## src/rtl/cpit_pkg.sv

```systemverilog
`default_nettype none
package cpit_pkg;

  localparam int CW    = 16;          // coordinate width
  localparam int DW    = CW + 1;      // coordinate difference
  localparam int SQW   = 2 * CW + 1;  // sum of two squares
  localparam int DETW  = 2 * CW + 3;  // determinant
  localparam int NUMW  = SQW + DW + 2; // centre numerators
  localparam int DENW  = DETW + 1;    // twice the determinant
  localparam int QB    = 34;          // quotient bits, top bit flags overflow
  localparam int CMPW  = DENW + QB;   // trial divisor width
  localparam int OW    = 32;          // output width
  localparam int DXW   = OW + 1;      // centre to point difference
  localparam int D2W   = 2 * DXW;     // one squared difference
  localparam int RW    = D2W + 1;     // squared distance
  localparam int RTW   = 32;          // root bits
  localparam int SRW   = RTW + 3;     // root remainder
  localparam int FQ_DEPTH = 4;
  localparam int FQ_AW    = 2;

  localparam logic signed [OW-1:0] CENTRE_MAX = {1'b0, {(OW-1){1'b1}}};
  localparam logic signed [OW-1:0] CENTRE_MIN = {1'b1, {(OW-1){1'b0}}};

  typedef struct packed {
    logic signed [CW-1:0] vertex_a_x;
    logic signed [CW-1:0] vertex_a_y;
    logic signed [CW-1:0] vertex_b_x;
    logic signed [CW-1:0] vertex_b_y;
    logic signed [CW-1:0] vertex_c_x;
    logic signed [CW-1:0] vertex_c_y;
    logic signed [CW-1:0] probe_x;
    logic signed [CW-1:0] probe_y;
  } in_t;

  typedef struct packed {
    logic signed [OW-1:0] center_x;
    logic signed [OW-1:0] center_y;
    logic [OW-1:0]        circle_radius;
    logic                 inside_res;
    logic                 degenerate;
  } out_t;

  typedef struct packed {
    logic signed [NUMW-1:0] nx;
    logic signed [NUMW-1:0] ny;
    logic signed [DETW-1:0] det;
    logic signed [CW-1:0]   ax;
    logic signed [CW-1:0]   ay;
    logic signed [CW-1:0]   px;
    logic signed [CW-1:0]   py;
  } fq_t;

  typedef struct packed {
    logic full;
    logic empty;
  } fifo_st_t;

endpackage
`default_nettype wire

```

## src/rtl/cpit_fifo.sv

```systemverilog
`default_nettype none
module cpit_fifo import cpit_pkg::*; (
  input  wire       clk,
  input  wire       rst_n,
  input  wire       push,
  input  fq_t       push_data,
  input  wire       pop,
  output fq_t       head,
  output fifo_st_t  fst
);

  fq_t              mem_r [FQ_DEPTH];
  logic [FQ_AW-1:0] wp_r, rp_r;
  logic [FQ_AW:0]   cnt_r, cnt_nxt;

  assign head      = mem_r[rp_r];
  assign fst.full  = (cnt_r == (FQ_AW+1)'(FQ_DEPTH));
  assign fst.empty = (cnt_r == '0);

  always_comb begin
    cnt_nxt = cnt_r;
    if (push && !pop) cnt_nxt = cnt_r + 1'b1;
    else if (pop && !push) cnt_nxt = cnt_r - 1'b1;
  end

  always_ff @(posedge clk) begin
    if (!rst_n) begin
      wp_r  <= '0;
      rp_r  <= '0;
      cnt_r <= '0;
    end else begin
      if (push) wp_r <= wp_r + 1'b1;
      if (pop) rp_r <= rp_r + 1'b1;
      cnt_r <= cnt_nxt;
    end
  end

  always_ff @(posedge clk) begin
    if (push) mem_r[wp_r] <= push_data;
  end

endmodule
`default_nettype wire

```

## config.mk

```make
export PLATFORM = sky130hd
export DESIGN_NAME = cpit_fifo
export DESIGN_NICKNAME = d
export VERILOG_FILES = /design/src/rtl/cpit_pkg.sv /design/src/rtl/cpit_fifo.sv
export SDC_FILE = /design/constraint.sdc
export NUM_CORES = 1
export LEC_CHECK = 0
export BUFFER_PORTS_ARGS = -buffer_cell sky130_fd_sc_hd__clkbuf_2
export CAP_MARGIN = 0
export CORE_MARGIN = 2
export CORE_UTILIZATION = 52
export CTS_CLUSTER_SIZE = 16
export DETAILED_ROUTE_END_ITERATION = 10
export PLACE_DENSITY = 0.79
export REMOVE_ABC_BUFFERS = 1
export SYNTH_ARGS = -nofsm -noshare
export SYNTH_HDL_FRONTEND = slang
export SYNTH_SLANG_ARGS = --single-unit
export TNS_END_PERCENT = 100
```

## constraint.sdc

```tcl
create_clock -name clk -period 7.1 [get_ports clk]
set_clock_uncertainty 0.15 [all_clocks]
set_input_delay 0.355 -clock clk [delete_from_list [all_inputs] [get_ports clk]]
set_output_delay 0.355 -clock clk [all_outputs]
set_load 0.03 [all_outputs]
```

Word level (Yosys, flattened, before mapping):

Memories as Yosys holds them, arrays and structs flattened. A register that Yosys moved wholly into a read port is not among the register bits.
Index checks and enable logic that the tools add are counted.

* register bits after elaboration: 7
* bits in writable memories: 812
* bits of input ports: 207
* output and inout bits: 205
* logic and storage cells: 21
* memories: 1

Memory list
* mem_r: words 4, bits a word 203, read ports 1, clocked after memory_dff 1, wr ports 1, RTL line cpit_fifo.sv:12 `fq_t mem_r [FQ_DEPTH];`

* add/subtract/negate cells: 4
* equality and inequality tests: 1
* muxes and demuxes: 6
* reductions and logical operators: 6

Operators by type and width (number)
* $mux W3: 2
* $add A2 B1 Y2 const B: 2
* $mux W2: 2
* $add A3 B1 Y3 const B: 1
* $eq A3 B3 Y1 const B: 1
* $logic_not A3 Y1: 1
* $sub A3 B1 Y3 const B: 1
* $logic_and A1 B1 Y1: 2
* $logic_not A1 Y1: 2
* $mux W1: 2
* $reduce_bool A2 Y1: 1

Longest topological paths before layout:

* word-level depth: 4
* depth in mapped cells: 7
* depth with buffers taken out: 7

Least setup slack after synthesis:

Ideal clock, no wire load.

* path type: flip-flop to flip-flop
* start: reg wp_r[0]
* end: mem mem_r[0][0] in the netlist's numbering, enable pin
* library setup time: 588 ps
* arrival: 5157 ps
* path slack: 1205 ps
* stages on the path, launching flop included: 4
* buffers on the path: 0
* clock period less this slack: 5895 ps
* cell sequence: dfxtp_1 > inv_1 > ha_1 > and2_1

RTL lines
* start, declared: RTL line cpit_fifo.sv:13 `logic [FQ_AW-1:0] wp_r, rp_r;`
* start signal, assigned: RTL line cpit_fifo.sv:32 `if (push) wp_r <= wp_r + 1'b1;`
* end, declared: RTL line cpit_fifo.sv:12

Straight into the memory's write port.

==> results.txt <==
----------------------------------------------------
[Clock tree]
  Clk Latency, worst-skew pair ... about 0.59 ns
  Total clock buffers created by CTS ... 81
  Buffers from clock root to sink, at most ... 3
  Clock Sinks ... 821
  CTS tree ... done
  Max H-tree Level ... 3
  CTS clock-pin slew for the worst setup and hold paths ... 0.06 ns
  Cell chosen for the clock root ... clkbuf_16

[STA]
  Setup repair after global routing missed its margin ... false
  Total setup violations reported at the end of the flow ... 0
  Hold Vio Cnt, Final ... 0
  Final max-slew violation count ... 0
  Worst-margin pin slew ... 1.022 ns
  Crit path time final ... 3.666 ns
  Relative slew slack ... approximately a third
  Worst Hold Slack ... around 0.11 ns
  Worst setup slack after layout ... roughly 3.4 ns
  Final period util ... 51.64%
  Maximum clock frequency ... 0.2728 GHz

[Hold path]
  Hold EP ... wp_r[1]$_SDFFE_PN0P_
  Worst hold path cell count ... 3
  Hold Startpoint ... push
  Class of the tightest hold or removal check ... input pin to register

[Die]
  Initial Utilization ... a little over half
  Die outline area ... between 50000 and 60000 um2
  Die span in x ... 243.2 um
  FP Rows ... 87
  Die height ... 243.2 um
  Num ports ... 412
  Core outline area ... between 50000 and 60000 um2

[Synth]
  Count of state elements after synthesis ... 821
  Largest cells by area after synthesis ... edfxtp_1, mux4_2, buf_6
  Unique masters post-synth ... 20
  Syn avg cell area ... 26.95 um2
  Area share of the largest cell type after synthesis ... around four fifths
  Async S/R FF share, synth ... 0%
  EDFF count, synth ... 812
  Register area share after synthesis ... 82.56%
  Most frequently used flop master after synthesis ... edfxtp_1
  Cell taking the most area after synthesis ... edfxtp_1
  Syn Std Cell Area ... 29750 um2
  Gate Count Post-Synth ... 1104
  Number of synthesis warnings ... 0

[Setup path]
  Critical Path Sink Type ... primary output
  Setup slack on the worst flop-to-flop path ... 4.20 ns
  WP data required ... 6.59 ns
  Worst Path Buf+Inv ... 2
  Cell-by-cell listing of the critical path ... buf_12 > mux4_2 > clkbuf_2
  Slowest cell on the critical path ... dfxtp_4
  Critical path's top delay family ... buffers and inverters
  End of the worst register-to-register path ... mem_r[3][10]$_DFFE_PP_
  CP Max Fanout ... 113
  Slowest cell delay on critical path ... just under 0.8 ns
  Data arrival time of the critical path ... 3.16 ns
  Nature of the critical path startpoint ... register
  Reg2reg path depth ... 3
  Type of the setup path with the least slack ... register to primary output
  R2R Path Start ... wp_r[0]$_SDFFE_PN0P_

[Drt]
  Met1 Routed Length ... 24210 um
  Detailed-routed wire length on met3 ... between 4000 and 5000 um
  Number of routed nets with antenna violations ... 0
  Wire length per cell after detailed routing ... 24.73 um
  Total length of routed wires ... 64100 um
  Violation count after the first detailed-route iteration ... about 1100
  Routed via count divided by cell count ... 5.547
  Via count ... 14379
  Number of detailed-route iterations in the first pass ... 7
  DRC violations left ... 0
  Length of routed met2 wiring ... 33040 um
  Top metal layer carrying routed signals ... met5

[GRT]
  Overflow left after global routing ... 0
  Vias in the first global route ... 15568
  Global-route wire length before repair ... roughly 96000 um
  Total track usage ... 21.96%
  Maximum number of pins on one net before global-route repair ... 114
  Antenna violations before repair ... 11

[Cells and area]
  Filler cells ... 3465
  Share of final-layout standard cells stronger than drive strength 1 ... 40.46%
  Final std cells w/o fill ... 2592
  Number of nets in the layout ... 1985
  Syn-to-layout area delta ... 24.69%
  Share of the core filled with cells in the final layout ... 65.66%

[Placed design]
  DP Worst Slack ... 3.953 ns
  Cell Count Post-Placement ... 2239
  Count of port buffers added during placement ... 411
  RePlAce Congestion ... between 0.7 and 0.8
  Half-perimeter wire length after placement ... 34220 um

[Power and ir drop]
  Leakage power total ... 12.63 nW
  Ratio of total power to cell area ... roughly 300 nW/um2
  Peak VDD IR ... 0.2236 mV

[Status]
  Status ... completed

[Job]
  Max_cap viols ... 0

----------------------------------------------------
==> cell usage after synthesis, drive strengths merged (2+ instances only) <==
library cell / count
clkbuf: 4
mux4: 203
xnor2: 2
edfxtp: 812
ha: 5
and2: 9
inv: 4
dfxtp: 9
buf: 42
mux2i: 2
nor2b: 2
xor2: 3
==> kinds of logic (layout without fill, tap and decap cells) <==
group                    Yosys count  in the layout  share of synthesized area, %
AO/OA/AOI/OAI                      2              2                       0.04205
XOR/XNOR                           5              5                        0.1472
adder cells (fa/ha/maj)            6              6                        0.2776
buffers and inverters             50            775                         1.228
flip-flops                       821            821                         82.56
multiplexers                     205            205                         15.43
other                              0              7                             0
AND/OR/NAND/NOR                   15             15                        0.3070
==> timing repair <==
action | 4_1_cts | 5_1_grt
buffers inserted | 0 | 0
hold buffers | 206 | 0
endpoints found under the hold margin | 819 | 0
resized for setup | 0 | 0
==> state kept, by name, indices dropped and copies added, names as in the netlist, named ones only <==
register	count
cnt_r	3
rp_r	2
wp_r	2
mem_r	812
==> report_power, final <==
| part | switching [mW] | internal [mW] | total [mW] | leakage (nW) |
|---|---|---|---|---|
| logic | 0.862 | 0.514 | 1.38 | 3.90 |
| registers | 0.0797 | 5.58 | 5.65 | 7.53 |
| clock network | 1.72 | 2.28 | 3.99 | 1.19 |
==> layout by cell type, fill, tap and decap left out, drive strengths merged <==
cell         Yosys  layout
a21boi           1       1
and2             9       9
buf             42      14
bufinv           0       5
clkbuf           4     512
clkinv           0      28
clkinvlp         0       2
dfxtp            9       9
diode            0       7
dlygate4sd3      0     206
edfxtp         812     812
fa               1       1
ha               5       5
inv              4       8
mux2i            2       2
mux4           203     203
nand2            1       1
nor2b            2       2
nor3             1       1
nor3b            1       1
o21ai            1       1
or3              1       1
xnor2            2       2
xor2             3       3
==> layout make-up <==
cell class                 count  area (um2)  area share [%]
multi-input combinational    233        4832           13.03
inverter                       4       15.01         0.04047
clock buffer                 101        2102           5.666
timing repair buffer         631        4287           11.56
clock inverter                39       326.6          0.8803
sequential                   821       24570           66.24
tap                          756       945.9           2.550
antenna                        7       17.52         0.04722
==> through the flow <==
step           TNS, ns  total power [mW]  instance area, um2
6_report             0             11.02               37100
2_1_floorplan  -550.69             6.688               29400
5_1_grt              0             11.36               37100
3_3_place_gp         0             6.991               32590
4_1_cts              0             11.09               37080
3_5_place_dp         0             7.024               32590
==> routing by layer <==
metal	GRT usage, %	vias up
li1	-	6135
met1	27.84	7486
met2	36.62	606
met3	5.086	144
met4	9.636	8
met5	0	-
==> how the worst max path moves through the flow <==
stage / from / end / cells past startpoint
after floorplan: register / head[0] / 1
after global placement: register / head[66] / 3
after detailed placement: register / head[66] / 3
after CTS: register / head[142] / 3
after global routing: register / head[34] / 3
final: register / head[34] / 3
==> tightest hold or removal path: cells and delay by family <==
family	cells	cell delay (ns)
buffers and inverters	1	0.24
muxes	1	0.12
and+or+nand+nor	1	0.09
(Power assumes the default switching activity.)
